**config.mk**
```make
export PLATFORM = sky130hd
export DESIGN_NAME = button_hold_time_tracker
export DESIGN_NICKNAME = d
export VERILOG_FILES = /design/src/design/bhtt_pkg.sv /design/src/design/button_hold_time_tracker.sv /design/src/design/bhtt_ctrl.sv /design/src/design/bhtt_dp.sv
export SDC_FILE = /design/constraint.sdc
export NUM_CORES = 1
export LEC_CHECK = 0
export BUFFER_PORTS_ARGS = -buffer_cell sky130_fd_sc_hd__buf_2
export CAP_MARGIN = 15
export CORE_ASPECT_RATIO = 1.2
export CORE_MARGIN = 8
export CORE_UTILIZATION = 50
export CTS_CLUSTER_SIZE = 14
export DETAILED_ROUTE_END_ITERATION = 8
export GPL_ROUTABILITY_DRIVEN = 0
export GPL_TIMING_DRIVEN = 0
export PLACE_DENSITY = 0.74
export SYNTH_ARGS = -nofsm -noshare
export SYNTH_HDL_FRONTEND = slang
export SYNTH_SLANG_ARGS = --single-unit
```
**constraint.sdc**
```tcl
create_clock -name clk -period 6.9 [get_ports clk]
set_input_delay 0 -clock clk [delete_from_list [all_inputs] [get_ports clk]]
set_output_delay 0 -clock clk [all_outputs]
set_load 0.01 [all_outputs]
```
**src/design/bhtt_pkg.sv**
```systemverilog
// ----------------------------------------------------------------------------
// bhtt_pkg
// Shared types, codes and constants of the button hold time tracker.
// ----------------------------------------------------------------------------
package bhtt_pkg;

  // Field widths
  localparam int ACT_W   = 2;
  localparam int KEY_W   = 10;
  localparam int SLOT_W  = 11;
  localparam int STAMP_W = 32;
  localparam int FRAME_W = 10;
  localparam int CFG_W   = 10;
  localparam int FRAC_W  = 17;

  // Holder slots of one logical button
  localparam int KEY_SLOTS = 2;

  // Quotient bits of the fraction divide and the step counter width
  localparam int QBITS = 16;
  localparam int CNT_W = $clog2(QBITS);

  // Register bus
  localparam int APB_AW = 3;
  localparam int APB_DW = 32;

  localparam logic [SLOT_W-1:0]  NO_KEY_MARK = '1;
  localparam logic [SLOT_W-1:0]  SLOT_FREE   = '0;
  localparam logic [FRAC_W-1:0]  ONE_Q16     = FRAC_W'(1) << QBITS;
  localparam logic [STAMP_W-1:0] TOTAL_MAX   = '1;

  // Register reset values
  localparam logic [CFG_W-1:0] BACKOFF_RST = CFG_W'(100);
  localparam logic [CFG_W-1:0] CREDIT_RST  = CFG_W'(10);

  // Event codes
  typedef enum logic [ACT_W-1:0] {
    ACT_DOWN  = 2'd0,
    ACT_UP    = 2'd1,
    ACT_CLEAR = 2'd2,
    ACT_QUERY = 2'd3
  } action_t;

  // Register index (byte address bit 2)
  typedef enum logic {
    REG_BACKOFF = 1'b0,
    REG_CREDIT  = 1'b1
  } reg_idx_t;

  // Controller states
  typedef enum logic [5:0] {
    S_IDLE = 6'b000001,
    S_EXEC = 6'b000010,
    S_ACC  = 6'b000100,
    S_PREP = 6'b001000,
    S_DIV  = 6'b010000,
    S_FIN  = 6'b100000
  } state_t;

  // Controller to datapath
  typedef struct packed {
    logic load_in;
    logic exec;
    logic acc;
    logic prep;
    logic div_step;
    logic out_load;
  } cmd_t;

  // Datapath to controller
  typedef struct packed {
    logic is_query;
    logic need_div;
    logic div_last;
  } sts_t;

endpackage

```
**src/design/button_hold_time_tracker.sv**
```systemverilog
// ----------------------------------------------------------------------------
// button_hold_time_tracker
// One logical button held by up to two physical keys, with hold-time query.
// ----------------------------------------------------------------------------
// Usage:
//   Input channel (in_*): one event per transfer: key down, key up, clear
//   frame or query fraction. The block takes one event at a time; in_stall
//   is high from the transfer until the event's result is loaded.
//   Result channel (out_*): exactly one result per event: held fraction of
//   the frame (Q1.16, 65536 is one, zero except for queries), held, down
//   impulse and the refused-third-key flag.
//   Down, up and clear events pass through update and accumulate; a query
//   that clamps or has zero frame length also passes through divide setup,
//   and a query that runs the divide then steps the 16-step bit-serial
//   restoring divider before its result is loaded.
//   A finished result waits in the output register while the next event is
//   taken; if the receiver stalls, the following result waits in the
//   controller until the output register drains.
//   Register port: byte 0 is the missing-stamp back-off, byte 4 the
//   missing-stamp up credit, both 10 bits. Write only while idle.
//   Reset frees both slots, clears held, down, start stamp and accumulator,
//   and loads back-off 100 and credit 10.
// ----------------------------------------------------------------------------
module button_hold_time_tracker (
  input  logic                           clk,
  input  logic                           rst_n,
  // Input channel
  input  logic                           in_valid,
  output logic                           in_stall,
  input  logic [bhtt_pkg::ACT_W-1:0]     in_action,
  input  logic                           in_key_given,
  input  logic [bhtt_pkg::KEY_W-1:0]     in_key_code,
  input  logic [bhtt_pkg::STAMP_W-1:0]   in_event_stamp,
  input  logic [bhtt_pkg::STAMP_W-1:0]   in_now_ms,
  input  logic [bhtt_pkg::FRAME_W-1:0]   in_frame_msec,
  // Result channel
  output logic                           out_valid,
  input  logic                           out_stall,
  output logic [bhtt_pkg::FRAC_W-1:0]    out_fraction,
  output logic                           out_held,
  output logic                           out_down_impulse,
  output logic                           out_third_key_refused,
  // Register port
  input  logic                           psel,
  input  logic                           penable,
  input  logic                           pwrite,
  input  logic [bhtt_pkg::APB_AW-1:0]    paddr,
  input  logic [bhtt_pkg::APB_DW-1:0]    pwdata,
  output logic [bhtt_pkg::APB_DW-1:0]    prdata,
  output logic                           pready
);
  import bhtt_pkg::*;

  cmd_t             cmd;
  sts_t             sts;
  logic [CFG_W-1:0] backoff_r, backoff_nxt;
  logic [CFG_W-1:0] credit_r, credit_nxt;
  logic             cfg_wr;
  reg_idx_t         cfg_idx;

  // Register port decode
  assign pready  = 1'b1;
  assign cfg_wr  = psel && penable && pwrite && pready;
  assign cfg_idx = reg_idx_t'(paddr[2]);

  always_comb begin
    backoff_nxt = backoff_r;
    credit_nxt  = credit_r;
    if (cfg_wr) begin
      unique case (cfg_idx)
        REG_BACKOFF: backoff_nxt = pwdata[CFG_W-1:0];
        REG_CREDIT:  credit_nxt  = pwdata[CFG_W-1:0];
        default: begin
        end
      endcase
    end
  end

  always_comb begin
    unique case (cfg_idx)
      REG_BACKOFF: prdata = {{(APB_DW-CFG_W){1'b0}}, backoff_r};
      REG_CREDIT:  prdata = {{(APB_DW-CFG_W){1'b0}}, credit_r};
      default:     prdata = '0;
    endcase
  end

  always_ff @(posedge clk) begin
    if (!rst_n) begin
      backoff_r <= BACKOFF_RST;
      credit_r  <= CREDIT_RST;
    end else begin
      backoff_r <= backoff_nxt;
      credit_r  <= credit_nxt;
    end
  end

  // Sequencer
  bhtt_ctrl u_ctrl (
    .clk       (clk),
    .rst_n     (rst_n),
    .in_valid  (in_valid),
    .in_stall  (in_stall),
    .out_valid (out_valid),
    .out_stall (out_stall),
    .sts       (sts),
    .cmd       (cmd)
  );

  // Datapath
  bhtt_dp u_dp (
    .clk                   (clk),
    .rst_n                 (rst_n),
    .cmd                   (cmd),
    .sts                   (sts),
    .backoff               (backoff_r),
    .credit                (credit_r),
    .in_action             (in_action),
    .in_key_given          (in_key_given),
    .in_key_code           (in_key_code),
    .in_event_stamp        (in_event_stamp),
    .in_now_ms             (in_now_ms),
    .in_frame_msec         (in_frame_msec),
    .out_fraction          (out_fraction),
    .out_held              (out_held),
    .out_down_impulse      (out_down_impulse),
    .out_third_key_refused (out_third_key_refused)
  );

  // A refusal needs both slots busy, which implies the button is held
  a_refused_held: assert property (@(posedge clk) disable iff (!rst_n)
    out_valid && out_third_key_refused |-> out_held)
    else $error("refused third key reported while button not held");

  // Fraction never exceeds one
  a_fraction_clamp: assert property (@(posedge clk) disable iff (!rst_n)
    out_valid |-> (out_fraction <= ONE_Q16))
    else $error("fraction above one");

  // An accepted event blocks the next one
  a_one_at_a_time: assert property (@(posedge clk) disable iff (!rst_n)
    in_valid && !in_stall |=> in_stall)
    else $error("input taken while an event is in progress");

endmodule

```
**src/design/bhtt_ctrl.sv**
```systemverilog
// ----------------------------------------------------------------------------
// bhtt_ctrl
// Sequencer: takes one event, steps the datapath through update, accumulate,
// fraction divide and result load, and owns the result valid flag.
// ----------------------------------------------------------------------------
module bhtt_ctrl (
  input  logic          clk,
  input  logic          rst_n,
  input  logic          in_valid,
  output logic          in_stall,
  output logic          out_valid,
  input  logic          out_stall,
  input  bhtt_pkg::sts_t sts,
  output bhtt_pkg::cmd_t cmd
);
  import bhtt_pkg::*;

  state_t state_r, state_nxt;
  logic   out_valid_r, out_valid_nxt;
  logic   out_free;

  // Result register can take a new value when empty or draining now
  assign out_free = !out_valid_r || !out_stall;

  // Next state and commands
  always_comb begin
    state_nxt = state_r;
    cmd       = '0;
    unique case (state_r)
      S_IDLE: begin
        if (in_valid) begin
          cmd.load_in = 1'b1;
          state_nxt   = S_EXEC;
        end
      end
      S_EXEC: begin
        cmd.exec  = 1'b1;
        state_nxt = S_ACC;
      end
      S_ACC: begin
        cmd.acc   = 1'b1;
        state_nxt = sts.is_query ? S_PREP : S_FIN;
      end
      S_PREP: begin
        cmd.prep  = 1'b1;
        state_nxt = sts.need_div ? S_DIV : S_FIN;
      end
      S_DIV: begin
        cmd.div_step = 1'b1;
        if (sts.div_last) begin
          state_nxt = S_FIN;
        end
      end
      S_FIN: begin
        if (out_free) begin
          cmd.out_load = 1'b1;
          state_nxt    = S_IDLE;
        end
      end
      default: begin
        state_nxt = S_IDLE;
      end
    endcase
  end

  // Hold the result until transferred
  always_comb begin
    out_valid_nxt = out_valid_r && out_stall;
    if (cmd.out_load) begin
      out_valid_nxt = 1'b1;
    end
  end

  always_ff @(posedge clk) begin
    if (!rst_n) begin
      state_r     <= S_IDLE;
      out_valid_r <= 1'b0;
    end else begin
      state_r     <= state_nxt;
      out_valid_r <= out_valid_nxt;
    end
  end

  assign in_stall  = (state_r != S_IDLE);
  assign out_valid = out_valid_r;

endmodule

```
**src/design/bhtt_dp.sv**
```systemverilog
// ----------------------------------------------------------------------------
// bhtt_dp
// Datapath: holder slots, held and down bits, start stamp, saturating hold
// accumulator, bit-serial fraction divider and the result register.
// ----------------------------------------------------------------------------
module bhtt_dp (
  input  logic                             clk,
  input  logic                             rst_n,
  input  bhtt_pkg::cmd_t                   cmd,
  output bhtt_pkg::sts_t                   sts,
  input  logic [bhtt_pkg::CFG_W-1:0]       backoff,
  input  logic [bhtt_pkg::CFG_W-1:0]       credit,
  input  logic [bhtt_pkg::ACT_W-1:0]       in_action,
  input  logic                             in_key_given,
  input  logic [bhtt_pkg::KEY_W-1:0]       in_key_code,
  input  logic [bhtt_pkg::STAMP_W-1:0]     in_event_stamp,
  input  logic [bhtt_pkg::STAMP_W-1:0]     in_now_ms,
  input  logic [bhtt_pkg::FRAME_W-1:0]     in_frame_msec,
  output logic [bhtt_pkg::FRAC_W-1:0]      out_fraction,
  output logic                             out_held,
  output logic                             out_down_impulse,
  output logic                             out_third_key_refused
);
  import bhtt_pkg::*;

  // Captured event
  action_t              act_r;
  logic                 kgiven_r;
  logic [KEY_W-1:0]     kcode_r;
  logic [STAMP_W-1:0]   stamp_r;
  logic [STAMP_W-1:0]   now_r;
  logic [FRAME_W-1:0]   frame_r;

  // Button state
  logic [SLOT_W-1:0]    slot_r   [KEY_SLOTS];
  logic [SLOT_W-1:0]    slot_nxt [KEY_SLOTS];
  logic                 held_r, held_nxt;
  logic                 down_r, down_nxt;
  logic [STAMP_W-1:0]   start_r, start_nxt;
  logic [STAMP_W-1:0]   total_r, total_nxt;

  // Work registers
  logic [STAMP_W-1:0]   amt_r, amt_nxt;
  logic                 add_en_r, add_en_nxt;
  logic                 refused_r, refused_nxt;
  logic [FRAC_W-1:0]    frac_r, frac_nxt;
  logic [FRAME_W-1:0]   rem_r, rem_nxt;
  logic [CNT_W-1:0]     cnt_r, cnt_nxt;

  // Result register
  logic [FRAC_W-1:0]    o_frac_r;
  logic                 o_held_r, o_down_r, o_ref_r;

  // Event decode helpers
  logic [SLOT_W-1:0]    key;
  logic [SLOT_W-1:0]    upkey;
  logic [STAMP_W-1:0]   diff_src;
  logic [STAMP_W-1:0]   diff;
  logic                 later;
  logic                 seen;
  logic [STAMP_W:0]     sum;
  logic [STAMP_W-1:0]   frame_ext;
  logic [FRAME_W:0]     rem2;
  logic                 ge;

  assign key       = kgiven_r ? {1'b0, kcode_r} : NO_KEY_MARK;
  assign upkey     = {1'b0, kcode_r};
  assign diff_src  = (act_r == ACT_UP) ? stamp_r : now_r;
  assign diff      = diff_src - start_r;
  assign later     = diff_src > start_r;
  assign seen      = (slot_r[0] == key) || (slot_r[1] == key);
  assign sum       = {1'b0, total_r} + {1'b0, amt_r};
  assign frame_ext = {{(STAMP_W-FRAME_W){1'b0}}, frame_r};
  assign rem2      = {rem_r, 1'b0};
  assign ge        = rem2 >= {1'b0, frame_r};

  // Status to the sequencer
  assign sts.is_query = (act_r == ACT_QUERY);
  assign sts.need_div = (frame_r != '0) && (total_r < frame_ext);
  assign sts.div_last = (cnt_r == '0);

  // Next values of state and work registers
  always_comb begin
    for (int i = 0; i < KEY_SLOTS; i++) begin
      slot_nxt[i] = slot_r[i];
    end
    held_nxt    = held_r;
    down_nxt    = down_r;
    start_nxt   = start_r;
    total_nxt   = total_r;
    amt_nxt     = amt_r;
    add_en_nxt  = add_en_r;
    refused_nxt = refused_r;
    frac_nxt    = frac_r;
    rem_nxt     = rem_r;
    cnt_nxt     = cnt_r;

    // Apply the event to slots and bits, stage the amount to add
    if (cmd.exec) begin
      add_en_nxt  = 1'b0;
      amt_nxt     = '0;
      refused_nxt = 1'b0;
      frac_nxt    = '0;
      unique case (act_r)
        ACT_DOWN: begin
          if (!seen) begin
            priority if (slot_r[0] == SLOT_FREE) begin
              slot_nxt[0] = key;
            end else if (slot_r[1] == SLOT_FREE) begin
              slot_nxt[1] = key;
            end else begin
              refused_nxt = 1'b1;
            end
            if (!refused_nxt && !held_r) begin
              start_nxt = (stamp_r != '0) ? stamp_r
                        : now_r - {{(STAMP_W-CFG_W){1'b0}}, backoff};
              held_nxt  = 1'b1;
              down_nxt  = 1'b1;
            end
          end
        end
        ACT_UP: begin
          if (!kgiven_r) begin
            for (int i = 0; i < KEY_SLOTS; i++) begin
              slot_nxt[i] = SLOT_FREE;
            end
            held_nxt = 1'b0;
            down_nxt = 1'b0;
          end else begin
            if (slot_r[0] == upkey) begin
              slot_nxt[0] = SLOT_FREE;
            end else if (slot_r[1] == upkey) begin
              slot_nxt[1] = SLOT_FREE;
            end
            if (((slot_r[0] == upkey) || (slot_r[1] == upkey)) &&
                (slot_nxt[0] == SLOT_FREE) && (slot_nxt[1] == SLOT_FREE) &&
                held_r) begin
              if (stamp_r == '0) begin
                amt_nxt    = {{(STAMP_W-CFG_W){1'b0}}, credit};
                add_en_nxt = 1'b1;
              end else if (later) begin
                amt_nxt    = diff;
                add_en_nxt = 1'b1;
              end
              held_nxt = 1'b0;
            end
          end
        end
        ACT_CLEAR: begin
          total_nxt = '0;
          down_nxt  = 1'b0;
          if (held_r) begin
            start_nxt = now_r;
          end
        end
        ACT_QUERY: begin
          if (held_r) begin
            if (later) begin
              amt_nxt    = diff;
              add_en_nxt = 1'b1;
            end
            start_nxt = now_r;
          end
        end
        default: begin
        end
      endcase
    end

    // Saturating add into the hold accumulator
    if (cmd.acc && add_en_r) begin
      total_nxt = sum[STAMP_W] ? TOTAL_MAX : sum[STAMP_W-1:0];
    end

    // Set up the divide or settle the clamped cases
    if (cmd.prep) begin
      priority if (frame_r == '0) begin
        frac_nxt = held_r ? ONE_Q16 : '0;
      end else if (total_r >= frame_ext) begin
        frac_nxt = ONE_Q16;
      end else begin
        frac_nxt = '0;
      end
      rem_nxt = total_r[FRAME_W-1:0];
      cnt_nxt = CNT_W'(QBITS - 1);
    end

    // One restoring divide step per cycle
    if (cmd.div_step) begin
      rem_nxt  = ge ? FRAME_W'(rem2 - {1'b0, frame_r}) : rem2[FRAME_W-1:0];
      frac_nxt = {frac_r[FRAC_W-2:0], ge};
      cnt_nxt  = cnt_r - CNT_W'(1);
    end
  end

  // Button state, cleared by reset
  always_ff @(posedge clk) begin
    if (!rst_n) begin
      for (int i = 0; i < KEY_SLOTS; i++) begin
        slot_r[i] <= SLOT_FREE;
      end
      held_r  <= 1'b0;
      down_r  <= 1'b0;
      start_r <= '0;
      total_r <= '0;
    end else begin
      for (int i = 0; i < KEY_SLOTS; i++) begin
        slot_r[i] <= slot_nxt[i];
      end
      held_r  <= held_nxt;
      down_r  <= down_nxt;
      start_r <= start_nxt;
      total_r <= total_nxt;
    end
  end

  // Event capture, work and result registers
  always_ff @(posedge clk) begin
    if (cmd.load_in) begin
      act_r    <= action_t'(in_action);
      kgiven_r <= in_key_given;
      kcode_r  <= in_key_code;
      stamp_r  <= in_event_stamp;
      now_r    <= in_now_ms;
      frame_r  <= in_frame_msec;
    end
    amt_r     <= amt_nxt;
    add_en_r  <= add_en_nxt;
    refused_r <= refused_nxt;
    frac_r    <= frac_nxt;
    rem_r     <= rem_nxt;
    cnt_r     <= cnt_nxt;
    if (cmd.out_load) begin
      o_frac_r <= frac_r;
      o_held_r <= held_r;
      o_down_r <= down_r;
      o_ref_r  <= refused_r;
    end
  end

  assign out_fraction          = o_frac_r;
  assign out_held              = o_held_r;
  assign out_down_impulse      = o_down_r;
  assign out_third_key_refused = o_ref_r;

endmodule
```
==> results of run 1 <==
logic make-up (layout without fill, tap and decap cells):
kind of cell / Yosys count / count (layout) / share of synthesized area [%]
adders and majority gates: 104 / 104 / 7.837
DFF: 287 / 287 / 43.96
other: 2 / 25 / 0.04421
AOI/OAI and AO/OA: 535 / 535 / 19.78
buffers and inverters: 199 / 501 / 4.994
xor gates and xnor gates: 76 / 76 / 3.918
muxes: 50 / 50 / 3.182
and+or+nand+nor: 561 / 561 / 16.29
worst min-delay path, stage by stage:
cell	delay [ns]
buf_2	0.11
nand4_1	0.32
nand2_1	0.10
nand3_1	0.07
registers in the layout, summed over array words and instances (netlist names), 17 cells and up:
signal / count
u_dp.slot_r: 22
u_dp.frac_r: 17
u_dp.now_r: 32
u_dp.stamp_r: 32
u_dp.total_r: 32
u_dp.out_fraction: 17
u_dp.amt_r: 32
u_dp.start_r: 32
placed cells by master (no fill, tap or decap), types with 7 or more instances in the layout:
cell and count:
nor4_1 26, buf_1 9, or3_1 13, a211o_1 7, ha_1 100, nand2b_1 25, a211oi_1 14, inv_1 101
nand3b_1 8, mux2_2 32, xor2_1 37, o21ai_1 12, a31oi_1 31, nand3_1 38, o21ai_0 148, and3_1 19
o211ai_1 17, xnor2_1 39, edfxtp_1 172, o21a_1 21, and2_1 25, o22ai_1 10, nor2_1 111, dlygate4sd3_1 107
nand2_1 183, clkbuf_1 60, nor3_1 29, a21o_1 45, o31ai_1 12, conb_1 23, a22o_1 22, nand4_1 26
dfxtp_1 115, buf_4 24, clkbuf_16 30, a22oi_1 9, a21oi_1 138, buf_2 143, nor2b_1 23, mux2i_1 18
per-stage QoR:
stage	util, %	total power [W]	setup WS [ns]
finish	60.69	0.004767	1.536
global route	60.68	0.004960	1.230
CTS	60.60	0.004746	1.650
detailed placement	54.40	0.003025	1.669
global placement	54.19	0.003006	0.2723
floorplan	-	0.002753	1.759
layout make-up:
class                           count  area share, %
Antenna cell                        2        0.02440
Buffer                             97          2.269
Clock buffer                       35          3.752
Clock inverter                     21          1.232
Inverter                          102          1.867
Multi-Input combinational cell   1349          42.75
Sequential cell                   287          36.41
Tap cell                          456          2.782
Timing Repair Buffer              246          8.918
repair_timing:
item | CTS | global route
setup buffers | 0 | 0
hold buffers | 107 | 0
endpoints found under the hold margin | 148 | 0
per-layer routing:
metal | vias to the layer above | share of wire (%)
li1 | 7203 | -
met3 | 173 | 7.0
met5 | - | 0
met4 | 0 | 5.2
met1 | 6928 | 39
met2 | 693 | 49
power breakdown:
group          internal [W]  leakage, nW  switching (W)
logic              0.000434         5.12       0.000620
clock network      0.000987        0.485       0.000700
registers           0.00194         2.51      0.0000883
path summary, 6_finish.rpt:
check / from / endpoint / slack, ns / depth (start not counted)
worst max-delay path: u_dp.act_r[1] / u_dp.amt_r[20] / 1.54 / 17
worst min-delay path: pwrite / credit_r[1] / 0.06 / 4
worst max register to register: u_dp.act_r[1] / u_dp.amt_r[20] / 1.54 / 17
worst min register to register: u_dp.frac_r[16] / u_dp.out_fraction[16] / 0.43 / 0
==> summary.txt, run 1 <==
Outcome
  • Status: finished clean

Layout
  • Layout cells sized above 1: 12.73%
  • Synthesis-to-finish area growth: 20.74%
  • Design Area, Final: 20510 µm²
  • Fin cells: 2595
  • Nets: 2346
  • Multi-input gate area: 8768 µm²
  • FF/Latch Area: 7467 µm²
  • Fill cell instance count of the final layout: 2755

Drt
  • Post-route DRC: 0
  • Routed WL: 47680 µm
  • Number of routed nets with antenna violations: 0
  • Vias/cell: 5.779
  • DRT Pass-1 Iters: 6
  • DRT iter0 DRCs: 1143
  • Vias: 15000
  • Routed wire per std cell: 18.37 µm

Setup path
  • CP peak stage delay: 0.62 ns
  • Worst EP required: 7.21 ns
  • Max Fanout on Critical Path: 10
  • Crit end category: flop
  • Crit path launch type: flop
  • Worst Path Buf+Inv: 4
  • Worst Path Arrival: 5.67 ns
  • Crit-path slowest cell: clkbuf_1
  • CP Cell Sequence: inv_1, ha_1, clkbuf_1, mux2i_1, ha_1, inv_1, fa_1, a211oi_1, o21ai_1, a21oi_1, a211oi_1, nor3_1, o31ai_1, a21oi_1, nand3b_1, clkbuf_1, nor2_1
  • Family with the most delay on the worst path: compound AO/OA/AOI/OAI gates
  • Critical path class: reg2reg

Floorplan
  • Die area: 40150 µm²
  • Die Span X: 184.3 µm
  • I/O pin count: 184
  • Initial Util: 50.27%
  • Die Height: 217.9 µm
  • Row cnt: 74
  • Core area: 33790 µm²

Global route
  • Total GRT Usage: 23.40%
  • Initial antenna violation count: 1
  • Vias in the first global route: 14760
  • Global-route met2 utilization: 40.40%
  • Met3 Use GR: 3.800%
  • Largest net degree at the start of global routing: 39
  • Global routing usage on met1: 27.60%
  • Global route hottest layer: met2
  • Wire length of the first global-routing pass: 76510 µm
  • GR Overflow Total: 0

Yosys
  • Post-Syn Instances: 1814
  • Top cells by area, synth: edfxtp_1 30%, dfxtp_1 14%, ha_1 7.4%
  • #FFs+latches synth: 287
  • Count leader, synth: nand2_1
  • Synthesis warning total: 0
  • Post-synth top area share: 30.40%
  • Post-Syn Area: 16990 µm²
  • Async SR Flop Fraction: 0%
  • Number of enable flip-flop cells after synthesis: 172
  • Commonest cells in the synthesized netlist: 183 x nand2_1, 172 x edfxtp_1, 148 x o21ai_0
  • Sequential share of the synthesized area: 43.96%
  • Mean post-synth cell area: 9.365 µm²
  • Synth area leader: edfxtp_1
  • Netlist cell types: 83
  • Post-synth top flop: edfxtp_1

STA
  • Setup TNS: 0 ns
  • Tcrit/Tclk final: 77.74%
  • Fmax: 186.4 MHz
  • Final Hold Viols: 0
  • Crit path time final: 5.364 ns
  • Worst Skew: 0.01166 ns
  • RSZ-0062 raised after global routing: no
  • Slew Limit Fails: 0
  • Hold_ws: 0.05936 ns
  • Worst-margin pin slew: 1.019 ns
  • Slew headroom: 31.49%
  • Final setup fails: 0

Flow run
  • Maxcap violations: 0

Placement
  • IO Port Bufs: 135
  • Detailed placement HPWL: 34460 µm
  • Area of placed instances: 18390 µm²
  • Cells after DPL: 2429

Worst hold path
  • Hold WC Path Type: in2reg

Clocking
  • CTS max path bufs: 3
  • CTS resizes: 0
  • Worst-Skew Late Latency: 0.58 ns
  • Worst-path clk slew: 0.06 ns
  • CTS tree: done
  • CTS Sinks: 287
  • Max H-tree Level: 1
  • TritonCTS Buffers: 30
  • Root Driver: clkbuf_16

Power
  • Static leakage: 8.111 nW
  • Worst vdd ir: 0.0002543 V
  • PD cells: 232.4 nW/µm²
Power figures use the tool's default switching activity.
==> inputs of run 2 (changes only) <==
==> constraint.sdc (replaced) <==
create_clock -name clk -period 5.1 [get_ports clk]
set_input_delay 0 -clock clk [delete_from_list [all_inputs] [get_ports clk]]
set_output_delay 0 -clock clk [all_outputs]
set_load 0.01 [all_outputs]
==> summary.txt, run 2 (synthesis results as in run 1) <==
Global route
  • Wire length of the first global-routing pass: 74660 µm (-2.4%)
  • Vias in the first global route: 14700 (-0.40%)
  • Largest net degree at the start of global routing: 38 (-2.6%)
  • Total GRT Usage: 22.84% (-0.56 points)
  • GR Overflow Total: 0 (unchanged)
  • Initial antenna violation count: 0 (-1)

Power
  • Total power: 0.006316 W (+33%)
  • PD cells: 308.3 nW/µm² (+33%)
  • Worst vdd ir: 0.0002965 V (+17%)
  • Static leakage: 8.117 nW (about the same)

Outcome
  • Status: finished clean

Placement
  • IO Port Bufs: 135 (unchanged)
  • Detailed placement HPWL: 34510 µm (+0.14%)

Clocking
  • CTS tree: done
  • Root Driver: clkbuf_16
  • CTS max path bufs: 3 (unchanged)
  • Postcts setup bufs: 0 (unchanged)
  • Worst-path clk slew: 0.06 ns (about the same)
  • Worst-Skew Late Latency: 0.57 ns (about the same)
  • TritonCTS Buffers: 30 (unchanged)
  • CTS Sinks: 287 (unchanged)
  • Max H-tree Level: 1 (unchanged)

Layout
  • Nets: 2348 (+0.085%)
  • Fill cell instance count of the final layout: 2791 (+1.3%)
  • Most frequent cells in the layout: 183 x nand2_1, 172 x edfxtp_1, 148 x o21ai_0
  • Layout cells sized above 1: 12.90% (+0.18 points)
  • Synthesis-to-finish area growth: 20.62% (about the same)
  • Commonest non-fill, non-tap cell in the layout: nand2_1
  • Post-layout util: 60.63% (about the same)

STA
  • Setup TNS: 0 ns (unchanged)
  • Worst Skew: 0.01348 ns (+0.001819 ns)
  • Final Hold Viols: 0 (unchanged)
  • Tcrit/Tclk final: 95.91% (+18 points)
  • Crit path time final: 4.891 ns (-0.4727 ns)
  • Final setup fails: 0 (unchanged)
  • Slew Limit Fails: 0 (unchanged)
  • RSZ-0062 raised after global routing: no
  • Slew headroom: 38.37% (+6.9 points)
  • Worst-margin pin slew: 0.9169 ns (-0.1024 ns)
  • Fmax: 204.4 MHz (+9.7%)

Drt
  • Vias: 14870 (-0.82%)
  • Routed wire per std cell: 18.14 µm (-1.2%)
  • Routed WL: 47100 µm (-1.2%)
  • DRT Pass-1 Iters: 6 (unchanged)
  • Vias/cell: 5.730 (-0.86%)
  • DRT iter0 DRCs: 1070 (-6.4%)
  • Number of routed nets with antenna violations: 0 (unchanged)
  • Post-route DRC: 0 (unchanged)

Flow run
  • Maxcap violations: 0 (unchanged)

Floorplan
  • Core area: 33790 µm² (unchanged)
  • Die area: 40150 µm² (unchanged)
  • I/O pin count: 184 (unchanged)
  • Die Span X: 184.3 µm (unchanged)
  • Row cnt: 74 (unchanged)
  • Initial Util: 50.27% (unchanged)
  • Die Height: 217.9 µm (unchanged)

Setup path
  • Crit path launch type: flop
  • Family with the most delay on the worst path: compound AO/OA/AOI/OAI gates
  • Critical path class: reg2reg
  • Worst setup startpoint: u_dp.act_r[1]
  • Worst Path Arrival: 5.28 ns (-0.39 ns)
  • CP peak stage delay: 0.55 ns (-0.07 ns)
  • Worst EP required: 5.49 ns (-1.72 ns)
  • CP Cell Sequence: inv_1, ha_1, buf_2, mux2_2, ha_1, and2_1, nand3_1, a211oi_1, nor3_2, o31ai_1, a21oi_1, nand3b_1, buf_2, nor3_1
  • Crit-path slowest cell: ha_1
  • Crit end category: flop
  • Origin of the critical flop-to-flop path: u_dp.act_r[1]
  • Max Fanout on Critical Path: 10 (unchanged)
  • Worst Path Buf+Inv: 3 (-1)

Worst hold path
  • HP Start: psel
  • Hold WC Path Type: in2reg
run 2: cell types whose count changed in the layout (fill, tap and decap cells not counted), moves of 2 or more:
cell | previous run | this run
clkinv_1 | 5 | 1
bufinv_16 | 5 | 2
clkbuf_1 | 60 | 63
clkbuf_8 | 0 | 3
clkinv_2 | 4 | 7
clkinvlp_4 | 4 | 1
dlygate4sd3_1 | 107 | 110
buf_1 | 9 | 7
buf_2 | 143 | 145
clkbuf_2 | 1 | 3
clkinv_4 | 2 | 0
run 2: tightest hold or removal path, delay by kind of cell:
kind          cells  cell delay [ns]
buf+inv           1             0.11
simple gates      3             0.51
run 2: power breakdown:
| part | switching (W) | internal, W |
|---|---|---|
| sequential | 0.000118 | 0.00262 |
| clock | 0.000895 | 0.00126 |
| combinational | 0.000836 | 0.000590 |
| total | 0.00185 | 0.00447 |
run 2: final cells by class:
type | instances | area (µm²) | area share [%]
multi-input combinational | 1349 | 8777 | 42.83
sequential | 287 | 7467 | 36.44
timing repair buffer | 249 | 1859 | 9.074
clock buffer | 45 | 858.3 | 4.189
tap | 456 | 570.5 | 2.784
buffer | 96 | 466.7 | 2.278
inverter | 102 | 382.9 | 1.868
clock inverter | 11 | 106.4 | 0.5190
antenna | 1 | 2.502 | 0.01221
run 2: repair_timing:
| item | CTS | global route |
|---|---|---|
| pin swaps | 0 | 0 |
| hold buffers | 110 | 0 |
| setup endpoints to repair | 24 | 30 |
| endpoints found under the hold margin | 149 | 0 |
| gates resized for setup | 2 | 6 |
| gates cloned | 0 | 0 |
run 2: metal layers:
layer / routed length [µm] / track usage [%]
met1: 18950 / 26.28
met5: 0 / 0
met2: 23040 / 40.89
met4: 2068 / 10.50
met3: 3034 / 3.683
run 2: path summary, 6_finish.rpt:
kind              slack, ns               endpoint  depth (start not counted)
setup reg to reg       0.21         u_dp.amt_r[29]                         14
hold reg to reg        0.42  u_dp.out_fraction[16]                          0
setup / recovery       0.21         u_dp.amt_r[29]                         14
hold / removal          0.1            credit_r[1]                          4
run 2: metrics by stage:
| step | hold WS, ns | cell area (µm²) | setup slack [ns] | instances |
|---|---|---|---|---|
| after floorplan | 0.09887 | 17070 | 1.011 | 1835 |
| final | 0.09711 | 20490 | 0.2087 | 2596 |
| after global placement | 0.1761 | 18320 | -0.01037 | 2426 |
| after detailed placement | 0.1781 | 18390 | -0.1444 | 2429 |
| after CTS | 0.07682 | 20450 | 0.09100 | 2595 |
| after global routing | 0.1215 | 20490 | 0.03337 | 2595 |
==> inputs of run 3 (changes only) <==
--- a/config.mk
+++ b/config.mk
@@ -15,6 +15,7 @@
 export GPL_ROUTABILITY_DRIVEN = 0
 export GPL_TIMING_DRIVEN = 0
 export PLACE_DENSITY = 0.74
+export SETUP_SLACK_MARGIN = 0.3
 export SYNTH_ARGS = -nofsm -noshare
 export SYNTH_HDL_FRONTEND = slang
 export SYNTH_SLANG_ARGS = --single-unit
==> summary.txt, run 3 (synthesis results as in run 1) <==
Global route
  • Vias in the first global route: 14720 (+0.11%)
  • Total GRT Usage: 22.86% (about the same)
  • Largest net degree at the start of global routing: 38 (unchanged)
  • Wire length of the first global-routing pass: 74750 µm (+0.12%)
  • GR Overflow Total: 0 (unchanged)
  • Initial antenna violation count: 0 (unchanged)

Placement
  • Detailed placement HPWL: 34510 µm (unchanged)
  • IO Port Bufs: 135 (unchanged)
  • Post-place setup slack: -0.1444 ns (unchanged)

STA
  • Final WS setup: 0.5032 ns (+0.2945 ns)
  • RSZ-0062 raised after global routing: no
  • Tcrit/Tclk final: 90.13% (-5.8 points)
  • Final setup fails: 0 (unchanged)
  • Worst-margin pin slew: 0.9301 ns (+0.01322 ns)
  • Final Hold Viols: 0 (unchanged)
  • Fmax: 217.5 MHz (+6.4%)
  • Crit path time final: 4.597 ns (-0.2945 ns)
  • Worst Skew: 0.01249 ns (-0.0009876 ns)
  • Slew headroom: 37.48% (-0.89 points)
  • Hold_ws: 0.09837 ns (+0.001261 ns)
  • Setup TNS: 0 ns (unchanged)
  • Slew Limit Fails: 0 (unchanged)

Drt
  • DRT iter0 DRCs: 1094 (+2.2%)
  • Number of routed nets with antenna violations: 0 (unchanged)
  • DRT Pass-1 Iters: 6 (unchanged)
  • Vias/cell: 5.738 (+0.15%)
  • Routed WL: 47040 µm (-0.13%)
  • Routed wire per std cell: 18.11 µm (-0.17%)
  • Vias: 14900 (+0.19%)
  • Post-route DRC: 0 (unchanged)

Worst hold path
  • Hold Path Stages: 4 (unchanged)
  • HP Start: psel
  • Hold WC Path Type: in2reg
  • Hold endpoint: credit_r[1]

Flow run
  • Maxcap violations: 0 (unchanged)

Power
  • Power Internal: 0.004470 W (about the same)
  • PD cells: 308.1 nW/µm² (about the same)
  • Flop pwr share: 43.3% (about the same)
  • Net Sw Frac: 29.27% (about the same)
  • Comb pwr share: 22.6% (about the same)
  • Static leakage: 8.125 nW (about the same)
  • Worst vdd ir: 0.0002963 V (about the same)
  • Sw power: 0.001850 W (about the same)
  • Clock network power share: 34.1% (about the same)

Layout
  • Commonest non-fill, non-tap cell in the layout: nand2_1
  • Layout cells sized above 1: 13.04% (+0.13 points)
  • Synthesis-to-finish area growth: 20.76%
  • Post-layout util: 60.70% (+0.067 points)
  • Nets: 2349 (+0.043%)
  • Most frequent cells in the layout: 183 x nand2_1, 172 x edfxtp_1, 148 x o21ai_0

Clocking
  • CTS Sinks: 287 (unchanged)
  • Max H-tree Level: 1 (unchanged)
  • Postcts setup bufs: 0 (unchanged)
  • CTS tree: done
  • Root Driver: clkbuf_16
  • TritonCTS Buffers: 30 (unchanged)
  • CTS max path bufs: 3 (unchanged)
  • Worst-Skew Late Latency: 0.57 ns (about the same)
  • Worst-path clk slew: 0.06 ns (about the same)

Setup path
  • Worst Path Buf+Inv: 4 (+1)
  • Max Fanout on Critical Path: 10 (unchanged)
  • R2r worst-path depth: 15 (+1)
  • Worst Path Arrival: 4.99 ns (-0.29 ns)
  • Family with the most delay on the worst path: buffers and inverters
  • Crit end category: flop
  • Critical path class: reg2reg
  • Crit Reg-Reg Endpoint: u_dp.amt_r[29]
  • Origin of the critical flop-to-flop path: u_dp.act_r[1]
  • CP peak stage delay: 0.51 ns (-0.04 ns)
  • Reg2Reg Setup Slack: 0.50 ns (+0.29 ns)
  • Crit path launch type: flop
  • Crit-path slowest cell: edfxtp_1
  • Most used cell, CP: ha_1
  • CP Cell Sequence: inv_1, ha_1, clkbuf_2, buf_2, mux2_2, ha_1, and2_1, nand3_1, a211oi_1, nor3_2, o31ai_2, a21oi_1, nand3b_1, clkbuf_4, nor3_1
  • Worst EP required: 5.49 ns (about the same)

Floorplan
  • I/O pin count: 184 (unchanged)
  • Die Span X: 184.3 µm (unchanged)
  • Die area: 40150 µm² (unchanged)
  • Initial Util: 50.27% (unchanged)
  • Die Height: 217.9 µm (unchanged)
  • Row cnt: 74 (unchanged)
  • Core area: 33790 µm² (unchanged)

Outcome
  • Status: finished clean
-- run 3: timing repair --
item	4_1_cts	5_1_grt
hold buffers	110	0
pin swaps	0	1
hold endpoints to repair	149	0
endpoints found under the setup margin	33	30
resized for setup	7	5
-- run 3: layout make-up --
type | instances | area (µm²)
diodes | 1 | 2.502
repair buffers | 249 | 1859
flip-flops and latches | 287 | 7467
clock inverters | 11 | 106.4
fillers | 2790 | 13280
well taps | 456 | 570.5
plain buffers | 97 | 479.2
multi-input cells | 1349 | 8787
inverters | 102 | 382.9
clock buffers | 45 | 858.3
-- run 3: worst max-delay path by stage --
stage                     endpoint  slack, ns  cells past startpoint     startpoint
floorplan           u_dp.amt_r[16]       1.01                     17  u_dp.act_r[1]
global placement    u_dp.amt_r[20]      -0.01                     17  u_dp.act_r[1]
detailed placement  u_dp.amt_r[20]      -0.14                     17  u_dp.act_r[1]
CTS                  u_dp.amt_r[0]       0.37                     17  u_dp.act_r[1]
global route        u_dp.amt_r[29]       0.32                     15  u_dp.act_r[1]
finish              u_dp.amt_r[29]       0.50                     15  u_dp.act_r[1]
-- run 3: metrics by stage --
step,area (µm²),instances,power (W)
2_1_floorplan,17070,1835,0.003719
3_3_place_gp,18320,2426,0.004059
3_5_place_dp,18390,2429,0.004092
4_1_cts,20460,2595,0.006295
5_1_grt,20510,2596,0.006591
6_report,20510,2597,0.006320
-- run 3: power by group through the flow --
stage	combinational (W)	clock, W	sequential, W
after floorplan	0.000976	0	0.00274
after global placement	0.00127	0	0.00279
after detailed placement	0.00131	0	0.00278
after CTS	0.00139	0.00218	0.00273
after global routing	0.00156	0.00228	0.00275
final	0.00143	0.00215	0.00274
-- run 3: worst register-to-register path, delay by kind of cell (launching register included) --
family	cells	cell delay, ns
buf+inv	4	1.15
compound gates	3	0.94
simple gates	5	0.90
fa+ha+maj	2	0.52
flops	1	0.51
mux	1	0.41
-- run 3: routing by layer --
metal  wire length [µm]  up-vias  GRT usage, %
met1              18740     6848         26.31
met3               3225      156         3.683
li1                   -     7218             -
met4               2094        0         10.50
met2              22970      680         40.93
met5                  0        -             0
